--- config.mk ---
export PLATFORM = sky130hd
export DESIGN_NAME = usb_dfu_request_state_machine
export DESIGN_NICKNAME = d
export VERILOG_FILES = /design/src/hdl/udfu_pkg.sv /design/src/hdl/udfu_front.sv /design/src/hdl/udfu_queue.sv /design/src/hdl/udfu_back.sv /design/src/hdl/usb_dfu_request_state_machine.sv
export SDC_FILE = /design/constraint.sdc
export NUM_CORES = 1
export LEC_CHECK = 0
export BUFFER_PORTS_ARGS = -buffer_cell sky130_fd_sc_hd__buf_2
export CAP_MARGIN = 20
export CORE_ASPECT_RATIO = 0.9
export CORE_MARGIN = 10
export CORE_UTILIZATION = 33
export CTS_BUF_LIST = sky130_fd_sc_hd__clkbuf_4
export CTS_CLUSTER_DIAMETER = 60
export CTS_CLUSTER_SIZE = 24
export DETAILED_ROUTE_END_ITERATION = 16
export GPL_TIMING_DRIVEN = 1
export PLACE_DENSITY_LB_ADDON = 0.15
export SKIP_LAST_GASP = 1
export SYNTH_ARGS = -nofsm -noshare
export SYNTH_HDL_FRONTEND = slang
export SYNTH_HIERARCHICAL = 1
export SYNTH_SLANG_ARGS = --single-unit
--- constraint.sdc ---
create_clock -name clk -period 9.3 [get_ports clk]
set_clock_uncertainty 0.05 [all_clocks]
set_input_delay 1.395 -clock clk [delete_from_list [all_inputs] [get_ports clk]]
set_output_delay 1.395 -clock clk [all_outputs]
set_load 0.01 [all_outputs]
--- src/hdl/udfu_pkg.sv ---
// Shared types, codes and helpers of the DFU request state machine.
package udfu_pkg;

  localparam int XFER_SIZE = 1024;
  localparam int XFER_LOG2 = $clog2(XFER_SIZE);
  localparam int LEN_W     = 11;

  localparam logic [31:0] BASE_RESET = 32'h0800_4000;
  localparam logic [23:0] TIME_RESET = 24'd50;

  localparam logic [LEN_W-1:0] REPLY_STATUS  = LEN_W'(6);
  localparam logic [LEN_W-1:0] REPLY_STATE   = LEN_W'(1);
  localparam logic [LEN_W-1:0] REPLY_CMDLIST = LEN_W'(3);
  localparam logic [LEN_W-1:0] SPECIAL_LEN   = LEN_W'(5);

  localparam logic [3:0] STAT_OK      = 4'd0;
  localparam logic [3:0] STAT_UNKNOWN = 4'd1;
  localparam logic [3:0] STAT_STALLED = 4'd2;

  localparam logic [7:0] CMD_SETPTR = 8'h21;
  localparam logic [7:0] CMD_ERASE  = 8'h41;

  typedef enum logic [2:0] {
    OP_DETACH    = 3'd0,
    OP_DNLOAD    = 3'd1,
    OP_UPLOAD    = 3'd2,
    OP_GETSTATUS = 3'd3,
    OP_CLRSTATUS = 3'd4,
    OP_GETSTATE  = 3'd5,
    OP_ABORT     = 3'd6,
    OP_BUS_RESET = 3'd7
  } op_t;

  typedef enum logic [3:0] {
    ST_IDLE     = 4'd2,
    ST_DN_SYNC  = 4'd3,
    ST_DN_BUSY  = 4'd4,
    ST_DN_IDLE  = 4'd5,
    ST_MAN_SYNC = 4'd6,
    ST_MANIFEST = 4'd7,
    ST_MAN_WAIT = 4'd8,
    ST_UP_IDLE  = 4'd9,
    ST_ERROR    = 4'd10
  } dfu_state_t;

  typedef enum logic [1:0] {
    FOP_NONE  = 2'd0,
    FOP_WRITE = 2'd1,
    FOP_ERASE = 2'd2,
    FOP_READ  = 2'd3
  } flash_op_t;

  typedef enum logic [1:0] {
    CFG_BASE      = 2'd0,
    CFG_PROG_TIME = 2'd1,
    CFG_ERASE_TIME = 2'd2,
    CFG_TOLERANT  = 2'd3
  } cfg_idx_t;

  // Classified request as it travels from front to back.
  typedef struct packed {
    op_t              op;
    logic [15:0]      blk;
    logic             blk_is0;
    logic             blk_is1;
    logic             len_zero;
    logic [LEN_W-1:0] len;
    logic             len_gt3;
    logic [7:0]       cbyte;
    logic [31:0]      carg;
    logic [31:0]      up_offset;
  } req_t;

  typedef struct packed {
    logic             rej;
    logic             leave;
    logic             clist;
    logic [LEN_W-1:0] flen;
    logic [31:0]      faddr;
    flash_op_t        fop;
    logic [3:0]       state;
    logic [23:0]      tmo;
    logic [3:0]       stat;
    logic [LEN_W-1:0] reply;
  } result_t;

  // Byte offset of a firmware block from the address pointer.
  function automatic logic [31:0] blk_offset(input logic [15:0] blk);
    logic [31:0] rel;
    rel = {16'd0, blk} - 32'd2;
    return rel << XFER_LOG2;
  endfunction

endpackage

--- src/hdl/udfu_front.sv ---
// Request intake: unpacks the slave stream and classifies each request.
module udfu_front (
  input  logic                clk,
  input  logic                rst,
  input  logic                s_tvalid,
  output logic                s_tready,
  input  logic [71:0]         s_tdata,   // block_number, request_length, command_byte,
                                         // command_address
  input  logic [2:0]          s_tuser,   // opcode
  output logic                push,
  output udfu_pkg::req_t      push_req,
  input  logic                q_ready
);

  logic           valid;
  udfu_pkg::req_t req;
  udfu_pkg::req_t req_next;
  logic [15:0]    rlen;

  assign rlen = s_tdata[31:16];

  always_comb begin
    req_next.op        = udfu_pkg::op_t'(s_tuser);
    req_next.blk       = s_tdata[15:0];
    req_next.blk_is0   = (s_tdata[15:0] == 16'd0);
    req_next.blk_is1   = (s_tdata[15:0] == 16'd1);
    req_next.len_zero  = (rlen == 16'd0);
    if (rlen > 16'(udfu_pkg::XFER_SIZE)) begin
      req_next.len = udfu_pkg::LEN_W'(udfu_pkg::XFER_SIZE);
    end else begin
      req_next.len = rlen[udfu_pkg::LEN_W-1:0];
    end
    req_next.len_gt3   = (rlen > 16'd3);
    req_next.cbyte     = s_tdata[39:32];
    req_next.carg      = s_tdata[71:40];
    req_next.up_offset = udfu_pkg::blk_offset(s_tdata[15:0]);
  end

  assign s_tready = !valid || q_ready;
  assign push     = valid && q_ready;
  assign push_req = req;

  always_ff @(posedge clk) begin
    if (rst) begin
      valid <= 1'b0;
    end else if (s_tvalid && s_tready) begin
      valid <= 1'b1;
    end else if (push) begin
      valid <= 1'b0;
    end
  end

  always_ff @(posedge clk) begin
    if (s_tvalid && s_tready) begin
      req <= req_next;
    end
  end

endmodule

--- src/hdl/udfu_queue.sv ---
// Short request queue between the intake and the state machine.
module udfu_queue #(
  parameter int DEPTH = 2
) (
  input  logic           clk,
  input  logic           rst,
  input  logic           push,
  input  udfu_pkg::req_t push_req,
  output logic           q_ready,
  input  logic           pop,
  output logic           q_valid,
  output udfu_pkg::req_t q_req
);

  localparam int PTR_W = (DEPTH > 1) ? $clog2(DEPTH) : 1;
  localparam int CNT_W = $clog2(DEPTH + 1);

  udfu_pkg::req_t   slots [DEPTH];
  logic [PTR_W-1:0] wr_ptr;
  logic [PTR_W-1:0] rd_ptr;
  logic [CNT_W-1:0] count;

  assign q_ready = (count != CNT_W'(DEPTH));
  assign q_valid = (count != '0);
  assign q_req   = slots[rd_ptr];

  always_ff @(posedge clk) begin
    if (rst) begin
      wr_ptr <= '0;
      rd_ptr <= '0;
      count  <= '0;
    end else begin
      if (push) begin
        wr_ptr <= (wr_ptr == PTR_W'(DEPTH - 1)) ? '0 : wr_ptr + PTR_W'(1);
      end
      if (pop) begin
        rd_ptr <= (rd_ptr == PTR_W'(DEPTH - 1)) ? '0 : rd_ptr + PTR_W'(1);
      end
      if (push && !pop) begin
        count <= count + CNT_W'(1);
      end else if (pop && !push) begin
        count <= count - CNT_W'(1);
      end
    end
  end

  always_ff @(posedge clk) begin
    if (push) begin
      slots[wr_ptr] <= push_req;
    end
  end

endmodule

--- src/hdl/udfu_back.sv ---
// DFU state machine: executes queued requests and holds the result register.
module udfu_back (
  input  logic           clk,
  input  logic           rst,
  input  logic           q_valid,
  input  udfu_pkg::req_t q_req,
  output logic           pop,
  input  logic           cfg_valid,
  input  logic [1:0]     cfg_index,
  input  logic [31:0]    cfg_data,
  output logic           m_tvalid,
  input  logic           m_tready,
  output udfu_pkg::result_t res
);

  localparam int LW = udfu_pkg::LEN_W;

  // configuration
  logic [31:0] base_address;
  logic [23:0] program_time;
  logic [23:0] erase_time;
  logic        manifest_tolerant;

  // protocol state
  udfu_pkg::dfu_state_t state, state_next;
  logic          mpend, mpend_next;
  logic [15:0]   lblk, lblk_next;
  logic [LW-1:0] llen, llen_next;
  logic [31:0]   aptr, aptr_next;
  logic [7:0]    pcmd, pcmd_next;
  logic [31:0]   parg, parg_next;
  logic          wpend, wpend_next;
  logic [3:0]    stat, stat_next;
  logic [23:0]   tmo, tmo_next;

  udfu_pkg::result_t res_next;
  udfu_pkg::dfu_state_t snap_state;
  logic [23:0]   snap_tmo;
  logic          snap;
  logic          early;
  logic          stuck;
  logic          idle_like;
  logic [31:0]   dn_addr;

  assign pop = q_valid && (!m_tvalid || m_tready);

  assign idle_like = (state == udfu_pkg::ST_IDLE) || (state == udfu_pkg::ST_DN_SYNC) ||
                     (state == udfu_pkg::ST_DN_IDLE) || (state == udfu_pkg::ST_MAN_SYNC) ||
                     (state == udfu_pkg::ST_UP_IDLE);

  assign dn_addr = udfu_pkg::blk_offset(lblk) + aptr;

  always_ff @(posedge clk) begin
    if (rst) begin
      base_address      <= udfu_pkg::BASE_RESET;
      program_time      <= udfu_pkg::TIME_RESET;
      erase_time        <= udfu_pkg::TIME_RESET;
      manifest_tolerant <= 1'b1;
    end else if (cfg_valid) begin
      case (udfu_pkg::cfg_idx_t'(cfg_index))
        udfu_pkg::CFG_BASE:       base_address      <= cfg_data;
        udfu_pkg::CFG_PROG_TIME:  program_time      <= cfg_data[23:0];
        udfu_pkg::CFG_ERASE_TIME: erase_time        <= cfg_data[23:0];
        udfu_pkg::CFG_TOLERANT:   manifest_tolerant <= cfg_data[0];
        default: ;
      endcase
    end
  end

  always_comb begin
    state_next = state;
    mpend_next = mpend;
    lblk_next  = lblk;
    llen_next  = llen;
    aptr_next  = aptr;
    pcmd_next  = pcmd;
    parg_next  = parg;
    wpend_next = wpend;
    stat_next  = stat;
    tmo_next   = tmo;
    snap       = 1'b0;
    snap_state = state;
    snap_tmo   = tmo;
    early      = 1'b0;
    stuck      = 1'b0;
    res_next   = '0;
    res_next.fop = udfu_pkg::FOP_NONE;

    if (pop) begin
      case (q_req.op)
        udfu_pkg::OP_DETACH, udfu_pkg::OP_ABORT: begin
          if (idle_like) begin
            state_next = udfu_pkg::ST_IDLE;
            stat_next  = udfu_pkg::STAT_OK;
            tmo_next   = '0;
            lblk_next  = '0;
            llen_next  = '0;
          end else begin
            res_next.rej = 1'b1;
          end
        end
        udfu_pkg::OP_DNLOAD: begin
          if (!q_req.len_zero) begin
            if (state == udfu_pkg::ST_IDLE || state == udfu_pkg::ST_DN_IDLE) begin
              lblk_next  = q_req.blk;
              llen_next  = q_req.len;
              pcmd_next  = q_req.cbyte;
              parg_next  = q_req.carg;
              state_next = udfu_pkg::ST_DN_SYNC;
              wpend_next = 1'b1;
            end else begin
              res_next.rej = 1'b1;
            end
          end else if (state == udfu_pkg::ST_IDLE || state == udfu_pkg::ST_DN_IDLE) begin
            mpend_next = 1'b1;
            state_next = udfu_pkg::ST_MAN_SYNC;
            tmo_next   = '0;
          end else begin
            res_next.rej = 1'b1;
          end
        end
        udfu_pkg::OP_UPLOAD: begin
          if (q_req.len_zero) begin
            state_next = udfu_pkg::ST_IDLE;
            tmo_next   = '0;
          end else if (state == udfu_pkg::ST_IDLE || state == udfu_pkg::ST_UP_IDLE) begin
            lblk_next = q_req.blk;
            llen_next = q_req.len;
            tmo_next  = '0;
            if (q_req.blk_is0) begin
              state_next     = q_req.len_gt3 ? udfu_pkg::ST_IDLE : udfu_pkg::ST_UP_IDLE;
              res_next.reply = udfu_pkg::REPLY_CMDLIST;
              res_next.clist = 1'b1;
            end else if (!q_req.blk_is1) begin
              state_next     = udfu_pkg::ST_UP_IDLE;
              res_next.fop   = udfu_pkg::FOP_READ;
              res_next.faddr = q_req.up_offset + aptr;
              res_next.flen  = q_req.len;
              res_next.reply = q_req.len;
            end else begin
              state_next   = udfu_pkg::ST_ERROR;
              stat_next    = udfu_pkg::STAT_STALLED;
              res_next.rej = 1'b1;
            end
          end else begin
            lblk_next    = '0;
            llen_next    = '0;
            res_next.rej = 1'b1;
          end
        end
        udfu_pkg::OP_GETSTATUS: begin
          // end of manifestation
          if (mpend && state == udfu_pkg::ST_MAN_SYNC && tmo == '0) begin
            mpend_next = 1'b0;
            tmo_next   = '0;
            if (manifest_tolerant) begin
              state_next = udfu_pkg::ST_MAN_SYNC;
              early      = 1'b1;
            end else begin
              state_next     = udfu_pkg::ST_MAN_WAIT;
              res_next.leave = 1'b1;
            end
          end
          if (!early) begin
            if (state_next == udfu_pkg::ST_DN_SYNC) begin
              if (llen != '0) begin
                state_next = udfu_pkg::ST_DN_BUSY;
                if (lblk == 16'd0 && pcmd == udfu_pkg::CMD_ERASE) begin
                  tmo_next = erase_time;
                end else begin
                  tmo_next = program_time;
                end
              end else begin
                state_next = udfu_pkg::ST_DN_IDLE;
                tmo_next   = '0;
              end
            end else if (state_next == udfu_pkg::ST_MAN_SYNC) begin
              if (mpend_next) begin
                state_next = udfu_pkg::ST_MANIFEST;
                tmo_next   = 24'd1;
              end else if (manifest_tolerant) begin
                state_next = udfu_pkg::ST_IDLE;
                tmo_next   = '0;
              end
            end
          end
          // reply carries the status before the pending write runs
          snap           = 1'b1;
          snap_state     = state_next;
          snap_tmo       = tmo_next;
          res_next.reply = udfu_pkg::REPLY_STATUS;
          if (!early && wpend) begin
            if (state_next == udfu_pkg::ST_DN_BUSY) begin
              if (lblk == 16'd0) begin
                if (llen == udfu_pkg::SPECIAL_LEN) begin
                  if (pcmd == udfu_pkg::CMD_SETPTR) begin
                    aptr_next = parg;
                  end else if (pcmd == udfu_pkg::CMD_ERASE) begin
                    aptr_next      = parg;
                    res_next.fop   = udfu_pkg::FOP_ERASE;
                    res_next.faddr = parg;
                  end else begin
                    stuck = 1'b1;
                  end
                end
              end else if (lblk > 16'd1) begin
                res_next.fop   = udfu_pkg::FOP_WRITE;
                res_next.faddr = dn_addr;
                res_next.flen  = llen;
              end
              if (!stuck) begin
                llen_next  = '0;
                lblk_next  = '0;
                state_next = udfu_pkg::ST_DN_SYNC;
                tmo_next   = '0;
              end
            end
            wpend_next = 1'b0;
          end
        end
        udfu_pkg::OP_CLRSTATUS: begin
          if (state == udfu_pkg::ST_ERROR) begin
            state_next = udfu_pkg::ST_IDLE;
            stat_next  = udfu_pkg::STAT_OK;
          end else begin
            state_next   = udfu_pkg::ST_ERROR;
            stat_next    = udfu_pkg::STAT_UNKNOWN;
            res_next.rej = 1'b1;
          end
          tmo_next = '0;
        end
        udfu_pkg::OP_GETSTATE: begin
          res_next.reply = udfu_pkg::REPLY_STATE;
        end
        udfu_pkg::OP_BUS_RESET: begin
          state_next = udfu_pkg::ST_IDLE;
          mpend_next = 1'b0;
          lblk_next  = '0;
          llen_next  = '0;
          aptr_next  = base_address;
          pcmd_next  = '0;
          parg_next  = '0;
          wpend_next = 1'b0;
          stat_next  = udfu_pkg::STAT_OK;
          tmo_next   = '0;
        end
        default: ;
      endcase
    end

    res_next.stat = stat_next;
    if (snap) begin
      res_next.tmo   = snap_tmo;
      res_next.state = snap_state;
    end else begin
      res_next.tmo   = tmo_next;
      res_next.state = state_next;
    end
  end

  always_ff @(posedge clk) begin
    if (rst) begin
      state    <= udfu_pkg::ST_IDLE;
      mpend    <= 1'b0;
      lblk     <= '0;
      llen     <= '0;
      aptr     <= udfu_pkg::BASE_RESET;
      pcmd     <= '0;
      parg     <= '0;
      wpend    <= 1'b0;
      stat     <= udfu_pkg::STAT_OK;
      tmo      <= '0;
      m_tvalid <= 1'b0;
    end else begin
      state <= state_next;
      mpend <= mpend_next;
      lblk  <= lblk_next;
      llen  <= llen_next;
      aptr  <= aptr_next;
      pcmd  <= pcmd_next;
      parg  <= parg_next;
      wpend <= wpend_next;
      stat  <= stat_next;
      tmo   <= tmo_next;
      if (pop) begin
        m_tvalid <= 1'b1;
      end else if (m_tready) begin
        m_tvalid <= 1'b0;
      end
    end
  end

  always_ff @(posedge clk) begin
    if (pop) begin
      res <= res_next;
    end
  end

`ifndef SYNTHESIS
  a_reset_idle: assert property (@(posedge clk) rst |=> state == udfu_pkg::ST_IDLE && !m_tvalid)
    else $error("state machine not idle after reset");
  a_bus_reset: assert property (@(posedge clk) disable iff (rst)
    pop && q_req.op == udfu_pkg::OP_BUS_RESET |=> state == udfu_pkg::ST_IDLE && !wpend
      && aptr == $past(base_address))
    else $error("bus reset did not restore state");
  a_flash_not_rejected: assert property (@(posedge clk) disable iff (rst)
    m_tvalid && res.fop != udfu_pkg::FOP_NONE |-> !res.rej)
    else $error("flash command issued on a rejected request");
  a_erase_no_len: assert property (@(posedge clk) disable iff (rst)
    m_tvalid && res.fop == udfu_pkg::FOP_ERASE |-> res.flen == '0)
    else $error("erase carries a length");
  a_no_pop_stalled: assert property (@(posedge clk) disable iff (rst)
    m_tvalid && !m_tready |-> !pop)
    else $error("result overwritten while stalled");
`endif

endmodule

--- src/hdl/usb_dfu_request_state_machine.sv ---
// Top level of the DFU request state machine.
//
// Requests enter on the s_ stream (opcode in s_tuser, setup and payload
// arguments in s_tdata); one result per request leaves on the m_ stream in
// request order. Configuration registers (base address, program and erase
// poll timeouts, manifestation tolerance) are written on the cfg_ channel,
// which is always ready; write them only while no request is in flight.
// A request passes the intake register, the queue and the state-machine
// result register before its result is valid on the m_ stream. Throughput:
// one request per cycle sustained while the receiver takes results; the
// state machine updates all protocol state once per request, which sets
// the rate.
// When the receiver stalls, the result register holds, the queue fills
// and the intake register fills, then s_tready falls; nothing is dropped.
// Reset (rst, synchronous) empties the intake register and the queue, drops
// any held result, returns the configuration to its defaults and the device
// to dfuIDLE with the address pointer at the default base address.
module usb_dfu_request_state_machine #(
  parameter int QUEUE_DEPTH = 2
) (
  input  logic        clk,
  input  logic        rst,
  input  logic        s_tvalid,
  output logic        s_tready,
  input  logic [71:0] s_tdata,   // block_number, request_length, command_byte,
                                 // command_address
  input  logic [2:0]  s_tuser,   // opcode
  output logic        m_tvalid,
  input  logic        m_tready,
  output logic [95:0] m_tdata,   // reply_length, status_code, poll_timeout,
                                 // device_state, flash_op, flash_address,
                                 // flash_length, leave_request, request_rejected
  output logic [0:0]  m_tuser,   // command_list
  input  logic        cfg_valid,
  output logic        cfg_ready,
  input  logic [1:0]  cfg_index,
  input  logic [31:0] cfg_data
);

  logic              push;
  udfu_pkg::req_t    push_req;
  logic              q_ready;
  logic              pop;
  logic              q_valid;
  udfu_pkg::req_t    q_req;
  udfu_pkg::result_t res;

  assign cfg_ready = 1'b1;

  udfu_front u_front (
    .clk      (clk),
    .rst      (rst),
    .s_tvalid (s_tvalid),
    .s_tready (s_tready),
    .s_tdata  (s_tdata),
    .s_tuser  (s_tuser),
    .push     (push),
    .push_req (push_req),
    .q_ready  (q_ready)
  );

  udfu_queue #(
    .DEPTH (QUEUE_DEPTH)
  ) u_queue (
    .clk      (clk),
    .rst      (rst),
    .push     (push),
    .push_req (push_req),
    .q_ready  (q_ready),
    .pop      (pop),
    .q_valid  (q_valid),
    .q_req    (q_req)
  );

  udfu_back u_back (
    .clk       (clk),
    .rst       (rst),
    .q_valid   (q_valid),
    .q_req     (q_req),
    .pop       (pop),
    .cfg_valid (cfg_valid),
    .cfg_index (cfg_index),
    .cfg_data  (cfg_data),
    .m_tvalid  (m_tvalid),
    .m_tready  (m_tready),
    .res       (res)
  );

  assign m_tdata = {6'd0, res.rej, res.leave, res.flen, res.faddr, res.fop,
                    res.state, res.tmo, res.stat, res.reply};
  assign m_tuser = res.clist;

endmodule
==> reports/results.tsv, run 1 <==
stage	metric	value	unit
global_route	grt_use_total	16.2	%
setup_path	slowest_stage	dfxtp_4	
pwr	p_leak	10.8	nW
synth	synth.top_cell.area_share	43.7	%
synth	syn_avg_cell_area	11.6	µm²
synth	yosysMostFrequentCell	edfxtp_1	
cts	clk_path_buf_depth	3	
detailed_routing	viasPerCell	5.14	
pwr	p_int	4.83	mW
cells_and_area	layout-drive-gt1-share	19.1	%
synth	syn_inst	2323	
placed_design	dp_hpwl	55000	µm
cts	clock_latency	0.91	ns
cts	clkSinkCount	614	
floorplan	die-width	322	µm
sta	tightest_slew	1.10	ns
detailed_routing	wl_per_cell	21.9	µm
detailed_routing	ant_nets	0	
synth	synth_edf_count	393	
setup_path	cp-end-kind	flop	
global_route	grt_pass1_wl	117000	µm
cts	cts_resized	0	
synth	synth.area.top_cells	edfxtp_1 44%, dfxtp_1 16%, nand2_1 4.4%	
detailed_routing	dr.pass1.iters	7	
floorplan	die_h	291	µm
setup_path	path_max_fanout	42	
placed_design	numPortBuffers	206	
floorplan	row_count	99	
detailed_routing	wirelength	78600	µm
synth	ys_ff_latch	614	
cts	htree_levels	2	
cells_and_area	syn_to_final_growth	11.0	%
cts	clkTransAtPathRegs	0.17	ns
cells_and_area	instances_no_fill	3587	
sta	maxSlewHeadroom	26.5	%
pwr	switchingPower	2.93	mW
pwr	power.density	259	mW/mm²
sta	setup_viol	0	
synth	synthTopCellsByCount	393 x edfxtp_1, 315 x nand2_1, 227 x a21oi_1, 221 x dfxtp_1, 105 x nor2_1	
pwr	ir_drop	141	µV
sta	finalHoldViolCount	0	
global_route	grt_pass1_vias	18100	
sta	fmax	207	MHz
sta	rsz0062_at_grt	no	
setup_path	crit_type	reg -> reg	
placed_design	post-place-ws	4.41	ns
sta	fin_crit	4.84	ns
setup_path	crit_family	buffers and inverters	
cts	numCtsBuffers	53	
global_route	grt_max_degree	88	
placed_design	gp_congestion	0.870	
cells_and_area	final_core_util	36.9	%
placed_design	dp_cells	3484	
sta	fin_crit_sh	52.0	%
sta	setup_ws	4.46	ns
flow_run	maxCapViolCount	0	
setup_path	cp.arrival	5.54	ns
cts	holdBufCountCts	0	
pwr	p_sw_share	37.8	%
detailed_routing	drc_errors	0	
floorplan	start_util	33.3	%
pwr	seqPwrFrac	45.9	%
sta	drv_slew	0	
global_route	grt_antenna_before_repair	9	
worst_hold_path	min_path_type	reg -> reg	
detailed_routing	first_iter_violations	1319	
synth	synth_ff_type	edfxtp_1	
setup_path	required	10.00	ns
synth	synth-seq-area-share	60.1	%
cts	cts_setup_buffers	0	
setup_path	path_buf_inv	3	
detailed_routing	via_count	18400	
synth	async_reset_ff_share	0	%
floorplan	core-area	0.0811	mm²
sta	timing.setup.tns	0	ns
setup_path	crit_path_cell_trace	buf_4, buf_4, mux2_2, ha_1, inv_1, nor2_1, or4_1, o21ai_0, o21ai_0, a211o_1, nand4_1	
floorplan	ioPinCount	214	
pwr	power_frac_clock	20.0	%
setup_path	slowest_delay	0.80	ns
setup_path	critPathLaunchType	flop	
run_status	run_status	finished, final reports clean	
pwr	p_comb_share	34.1	%
synth	synth_warnings	6	
synth	yosys.area.top_type	edfxtp_1	
synth	syn_area	0.0270	mm²
global_route	overflow	0	
synth	yosysUniqueCellTypes	81	
cts	cts_tree	done	
floorplan	dieArea	0.0937	mm²
cells_and_area	fin_nets	2653	
cts	root_buffer	clkbuf_4	
[through the flow]
stage	cell area (µm²)	power, mW	hold WS, ns
global route	30000	8.22	0.414
CTS	30000	7.86	0.387
finish	30000	7.76	0.383
detailed placement	29000	6.28	0.380
floorplan	27100	5.41	0.371
global placement	29000	6.26	0.375
[cell families (layout without fill, tap and decap cells)]
family,Yosys count,count (layout),share of synthesized area [%]
AO/OA/AOI/OAI,526,526,12.4
adder cells (fa/ha/maj),59,59,2.79
XOR/XNOR,63,63,2.04
buffers and inverters,182,368,3.16
other,3,21,0.0417
multiplexers,148,148,6.54
AND/OR/NAND/NOR,728,728,13.0
flip-flops,614,614,60.1
[cells in the final DEF, fill, tap and decap left out, types with 10 or more instances in the layout]
master and instances:
edfxtp_1 393, nand3_1 86, nor2_1 103, o21ai_0 72, mux2_4 40, nor3_1 28
nor4_1 14, dfxtp_1 220, or3_1 10, xnor2_1 37, xor2_1 26, a21oi_1 227
a22o_1 50, a211oi_1 45, clkbuf_4 54, nand2_1 315, nor3b_1 11, nor2b_1 16
conb_1 17, a21o_1 27, buf_4 26, or2_2 11, mux2i_1 40, mux2_2 68
ha_1 57, and2_1 15, nand2b_1 52, nand3b_1 14, inv_6 11, buf_2 205
inv_1 34, a22oi_1 18, o21a_1 11
[cell type report]
| type | instances | area [µm²] |
|---|---|---|
| multi-input cells | 1541 | 10000 |
| inverters | 36 | 138 |
| fillers | 7920 | 51200 |
| diodes | 4 | 10.0 |
| flip-flops and latches | 614 | 16200 |
| clock inverters | 44 | 564 |
| clock buffers | 54 | 405 |
| repair buffers | 234 | 1270 |
| well taps | 1060 | 1330 |
[power groups by stage]
stage               clock (mW)  combinational (mW)  sequential (mW)
floorplan                    0                1.84             3.57
global route              1.72                2.90             3.60
detailed placement           0                2.65             3.63
global placement             0                2.63             3.63
finish                    1.55                2.65             3.56
CTS                       1.63                2.67             3.57
[registers in the layout, indices dropped and copies added, names as in the netlist, 8 cells and up, named ones only]
name	cells
u_queue/slots	212
u_back/program_time	24
u_back/base_address	32
u_back/llen	11
u_back/lblk	16
u_back/parg	32
u_back/tmo	24
u_back/pcmd	8
u_back/aptr	32
u_back/erase_time	24
u_back/res	91
u_front/push_req	90
[per-layer routing]
| metal | global-route usage, % | share of wire, % |
|---|---|---|
| met1 | 23.4 | 48 |
| met2 | 24.7 | 44 |
| met3 | 3.01 | 5.5 |
| met4 | 3.72 | 2.0 |
| met5 | 0 | 0.066 |
[final timing paths]
kind | endpoint | slack, ns | cells past startpoint | from
setup / recovery | u_back/res[76] | 4.46 | 11 | flop
setup reg to reg | u_back/res[76] | 4.46 | 11 | flop
hold / removal | u_queue/slots[0][47] | 0.38 | 0 | u_front/push_req[47]
hold reg to reg | u_queue/slots[0][47] | 0.38 | 0 | u_front/push_req[47]
(Power assumes the default switching activity.)
==> run 2, diff against run 1 <==
Clock period 9.3 ns to 4.2 ns, I/O delays scaled along.
==> reports/results.tsv, run 2 (synthesis gave the netlist of run 1 again) <==
stage	metric	value	unit	change
cts	cts_tree	done		
setup_path	crit_family	compound AO/OA/AOI/OAI gates		
cells_and_area	instances_no_fill	3733		+4.1%
cells_and_area	layout-drive-gt1-share	19.4	%	+0.28 points
setup_path	critPathLaunchType	flop		
worst_hold_path	min_path_type	in -> reg		
cells_and_area	fin_nets	2797		+5.4%
sta	rsz0062_at_grt	no		
sta	maxSlewHeadroom	30.5	%	+4.0 points
setup_path	required	4.80	ns	-5.20 ns
setup_path	slowest_delay	0.53	ns	-0.27 ns
global_route	overflow	0		unchanged
global_route	grt_pass1_wl	120000	µm	+2.1%
detailed_routing	via_count	18800		+2.1%
cells_and_area	largest_register_ff_count	212		unchanged
global_route	grt_max_degree	182		+110%
sta	setup_viol	0		unchanged
setup_path	path_buf_inv	0		-3
sta	tightest_slew	1.04	ns	-0.0581 ns
floorplan	die_h	291	µm	unchanged
cells_and_area	syn_to_final_growth	16.5	%	
setup_path	path_max_fanout	5		-88%
sta	finalHoldViolCount	0		unchanged
sta	drv_slew	0		unchanged
pwr	fin_total_pwr	17.4	mW	+120%
detailed_routing	drc_errors	0		unchanged
cells_and_area	final_core_util	38.8	%	+1.8 points
worst_hold_path	hp-start	cfg_valid		
floorplan	core-area	0.0811	mm²	unchanged
flow_run	maxCapViolCount	0		unchanged
cells_and_area	top_register	u_queue/slots		
global_route	grt_antenna_before_repair	3		-6
setup_path	slowest_stage	o21ai_0		
setup_path	reg2reg_depth	11		unchanged
placed_design	gp_congestion	0.869		-0.15%
placed_design	dp_cells	3519		+1.0%
cts	clkTransAtPathRegs	0.21	ns	+0.04 ns
worst_hold_path	hold_depth	4		+4
detailed_routing	wirelength	79000	µm	+0.56%
setup_path	crit_type	reg -> reg		
detailed_routing	viasPerCell	5.05		-1.9%
setup_path	r2r_setup_slack	0.22	ns	-4.24 ns
detailed_routing	wl_per_cell	21.2	µm	-3.4%
sta	timing.setup.tns	0	ns	unchanged
placed_design	dp_hpwl	55900	µm	+1.7%
floorplan	row_count	99		unchanged
setup_path	cp.arrival	4.58	ns	-0.96 ns
sta	fin_crit_sh	94.9	%	+43 points
setup_path	cp-end-kind	flop		
cells_and_area	final_common_cell	edfxtp_1		
sta	fmax	251	MHz	+21%
cts	cts_setup_buffers	0		unchanged
global_route	grt_use_total	16.4	%	+0.18 points
cts	root_buffer	clkbuf_4		
worst_hold_path	hold_end	u_back/manifest_tolerant		
floorplan	ioPinCount	214		unchanged
global_route	grt_pass1_vias	19100		+5.5%
setup_path	reg2reg_to	u_back/res[71]		
sta	hold_slack	0.113	ns	-0.270 ns
cts	clk_path_buf_depth	3		unchanged
placed_design	numPortBuffers	206		unchanged
detailed_routing	dr.pass1.iters	5		-2
run_status	run_status	finished, final reports clean		
pwr	ir_drop	208	µV	+48%
cells_and_area	layout_common_cells	393 x edfxtp_1, 315 x nand2_1, 227 x a21oi_1		
detailed_routing	first_iter_violations	1155		-12%
detailed_routing	ant_nets	0		unchanged
cts	htree_levels	2		unchanged
pwr	power.density	553	mW/mm²	+110%
cts	clock_latency	0.96	ns	+0.05 ns
floorplan	start_util	33.3	%	unchanged
floorplan	dieArea	0.0937	mm²	unchanged
floorplan	die-width	322	µm	unchanged
pwr	p_leak	11.5	nW	+6.4%
cts	clkSinkCount	614		unchanged
setup_path	crit_path_cell_trace	mux2_2, ha_1, fa_1, a211oi_1, o21ai_0, and4_1, o31a_1, a211oi_1, nor2_1, xnor2_1, o21ai_0		
cts	numCtsBuffers	51		-3.8%
sta	fin_crit	3.98	ns	-0.856 ns
-- run 2: changes by cell type in the layout (fill, tap and decap cells not counted), moves of 2 or more --
cell           previous run  this run
inv_6                    11         5
inv_12                    3         8
clkinv_1                  4         2
clkinv_8                  7         9
buf_4                    26        55
inv_4                     2         0
inv_16                    2         4
clkinv_2                  1         3
diode_2                   4         6
dlygate4sd3_1             0       111
buf_12                    1         7
-- run 2: worst reg2reg max path, cell delays in order (launching register included) --
cell	delay, ns
dfxtp_4	0.42
mux2_2	0.34
ha_1	0.24
fa_1	0.43
a211oi_1	0.27
o21ai_0	0.24
and4_1	0.27
o31a_1	0.28
a211oi_1	0.38
nor2_1	0.12
xnor2_1	0.14
o21ai_0	0.53
-- run 2: how the worst max path moves through the flow --
stage,start,to,depth (start not counted)
after floorplan,u_queue/count[0],u_queue/slots[0][0],3
after global placement,u_back/lblk[2],u_back/res[74],13
after detailed placement,u_back/lblk[2],u_back/res[74],12
after CTS,u_back/lblk[2],u_back/res[74],12
after global routing,u_back/lblk[3],u_back/res[74],13
final,flop,u_back/res[71],11
-- run 2: stage by stage --
stage	instance area, µm²	worst slack (ns)
floorplan	27100	0.256
global placement	29300	0.171
detailed placement	29300	0.162
CTS	31400	0.291
global route	31500	0.000456
finish	31500	0.216
-- run 2: layer usage --
layer	up-vias	share of wire [%]	GRT usage [%]
li1	9080	-	-
met1	9229	49	23.8
met5	-	0.016	0
met4	2	1.5	3.15
met2	452	44	25.5
met3	73	4.7	2.50
-- run 2: area by class of cell --
class	count	area [µm²]
fillers	7874	49700
flip-flops and latches	614	16200
multi-input cells	1541	10000
repair buffers	380	2720
well taps	1060	1330
clock inverters	42	608
clock buffers	54	405
inverters	36	139
diodes	6	15.0
-- run 2: report_power, final --
part | internal (mW) | leakage (nW) | switching, mW | total, mW
clock | 1.12 | 0.527 | 2.42 | 3.55
sequential | 7.32 | 5.50 | 0.426 | 7.75
combinational | 2.41 | 5.47 | 3.70 | 6.11
-- run 2: repair_timing --
action | 4_1_cts | 5_1_grt
hold buffers | 111 | 0
endpoints found under the setup margin | 0 | 0
gates resized for setup | 0 | 0
endpoints found under the hold margin | 172 | 0
==> run 3, diff against run 2 <==
Settings changed: MAX_ROUTING_LAYER set to met4.
Clock period 4.2 ns to 4.5 ns, I/O delays scaled along.
==> reports/results.tsv, run 3 (synthesis gave the netlist of run 1 again) <==
stage	metric	value	unit	change
cts	holdBufCountCts	111		unchanged
cells_and_area	top_register	u_queue/slots		
pwr	switchingPower	6.08	mW	-7.1%
setup_path	cp.arrival	4.73	ns	+0.15 ns
cts	clk_path_buf_depth	3		unchanged
pwr	p_int	10.0	mW	-7.5%
floorplan	die_h	291	µm	unchanged
floorplan	row_count	99		unchanged
global_route	grt_pass1_wl	118000	µm	-0.94%
cells_and_area	syn_to_final_growth	16.2	%	
pwr	p_comb_share	34.9	%	-0.2 points
placed_design	gp_congestion	0.882		+1.5%
detailed_routing	viasPerCell	5.07		+0.53%
global_route	grt_pass1_vias	18800		-1.6%
sta	timing.setup.tns	0	ns	unchanged
setup_path	cp-end-kind	flop		
global_route	grt_use_total	16.7	%	+0.37 points
pwr	p_leak	11.4	nW	-0.56%
worst_hold_path	min_path_type	in -> reg		
cells_and_area	final_common_cell	edfxtp_1		
run_status	run_status	finished, final reports clean		
cts	clkSinkCount	614		unchanged
sta	setup_viol	0		unchanged
worst_hold_path	hp-start	s_tdata[31]		
sta	rsz0062_at_grt	no		
sta	setup_ws	0.364	ns	+0.148 ns
cts	cts_resized	0		unchanged
global_route	grt_max_degree	182		unchanged
sta	tightest_slew	0.985	ns	-0.0581 ns
cts	cts_setup_buffers	0		unchanged
placed_design	post-place-ws	0.342	ns	+0.180 ns
floorplan	core-area	0.0811	mm²	unchanged
cts	numCtsBuffers	51		unchanged
sta	fmax	242	MHz	-3.7%
flow_run	maxCapViolCount	0		unchanged
floorplan	dieArea	0.0937	mm²	unchanged
pwr	power_frac_clock	20.0	%	-0.4 points
sta	fin_crit_sh	91.9	%	-2.9 points
detailed_routing	via_count	18900		+0.13%
detailed_routing	ant_nets	0		unchanged
pwr	p_sw_share	37.7	%	+0.083 points
cells_and_area	largest_register_ff_count	212		unchanged
setup_path	reg2reg_depth	13		+2
floorplan	start_util	33.3	%	unchanged
sta	maxSlewHeadroom	34.3	%	+3.9 points
setup_path	critPathLaunchType	flop		
cts	clkTransAtPathRegs	0.20	ns	about the same
worst_hold_path	hold_depth	4		unchanged
sta	fin_crit	4.14	ns	+0.152 ns
placed_design	place_area	0.0292	mm²	-0.33%
pwr	power.density	514	mW/mm²	-7.0%
worst_hold_path	hold_end	u_front/push_req[74]		
cells_and_area	layout_common_cells	393 x edfxtp_1, 315 x nand2_1, 227 x a21oi_1		
detailed_routing	dr.pass1.iters	7		+2
global_route	grt_antenna_before_repair	6		+3
detailed_routing	wirelength	78200	µm	-1.0%
floorplan	ioPinCount	214		unchanged
floorplan	die-width	322	µm	unchanged
setup_path	crit_type	reg -> reg		
setup_path	reg2reg_to	u_back/res[68]		
pwr	fin_total_pwr	16.1	mW	-7.3%
pwr	ir_drop	238	µV	+14%
pwr	seqPwrFrac	45.0	%	+0.5 points
sta	drv_slew	0		unchanged
setup_path	path_max_fanout	37		+32
placed_design	dp_hpwl	55400	µm	-0.96%
sta	finalHoldViolCount	0		unchanged
cts	clock_latency	0.92	ns	-0.04 ns
setup_path	r2r_setup_slack	0.36	ns	+0.15 ns
detailed_routing	drc_errors	0		unchanged
cells_and_area	fin_nets	2784		-0.46%
setup_path	required	5.10	ns	+0.30 ns
cells_and_area	layout-drive-gt1-share	19.1	%	-0.36 points
detailed_routing	first_iter_violations	1330		+15%
cells_and_area	stdcell_area	0.0314	mm²	-0.32%
cts	htree_levels	2		unchanged
cts	cts_tree	done		
cts	root_buffer	clkbuf_4		
detailed_routing	wl_per_cell	21.0	µm	-0.60%
sta	hold_slack	0.171	ns	+0.0581 ns
global_route	overflow	0		unchanged
placed_design	numPortBuffers	206		unchanged
## run 3: worst max path at each step
stage,slack [ns],end
floorplan,0.10,u_back/tmo[13]
global placement,0.42,u_back/res[68]
detailed placement,0.34,u_back/res[68]
CTS,0.32,u_back/res[68]
global route,0.08,u_back/res[68]
finish,0.36,u_back/res[68]
## run 3: routing by layer
metal / track usage (%) / vias to the layer above / wire, µm
met3: 2.50 / 87 / 4020
met2: 25.0 / 489 / 34600
li1: - / 9071 / -
met5: - / - / 0
met1: 23.8 / 9213 / 38300
met4: 3.44 / 0 / 1320
## run 3: power by group through the flow
stage | logic (mW) | clock network, mW | registers [mW]
2_1_floorplan | 3.81 | 0 | 7.36
3_3_place_gp | 5.56 | 0 | 7.39
3_5_place_dp | 5.57 | 0 | 7.39
4_1_cts | 5.68 | 3.39 | 7.27
5_1_grt | 6.22 | 3.59 | 7.34
6_report | 5.64 | 3.23 | 7.26
## run 3: through the flow
step / cells / util, %
finish: 3718 / 38.7
global route: 3718 / 38.7
CTS: 3713 / 38.6
detailed placement: 3506 / 36.0
global placement: 3505 / 36.0
floorplan: 2337 / -
## run 3: layout make-up
type	count	area, µm²
multi-input combinational	1541	10000
clock buffer	53	398
timing repair buffer	367	2630
sequential	614	16200
fill	7832	49800
tap	1060	1330
clock inverter	43	606
antenna	4	10.0
inverter	36	138
## run 3: critical path, stage by stage, from the launching register on
cell and delay (ns):
dfxtp_4 0.42, buf_12 0.25, mux2_2 0.39, ha_1 0.38, a21o_1 0.18, a21oi_1 0.13
o21ai_0 0.11, buf_4 0.17, or4_1 0.48, o21ai_0 0.17, buf_4 0.15, o21ai_0 0.26
xnor2_1 0.21, o21ai_0 0.47
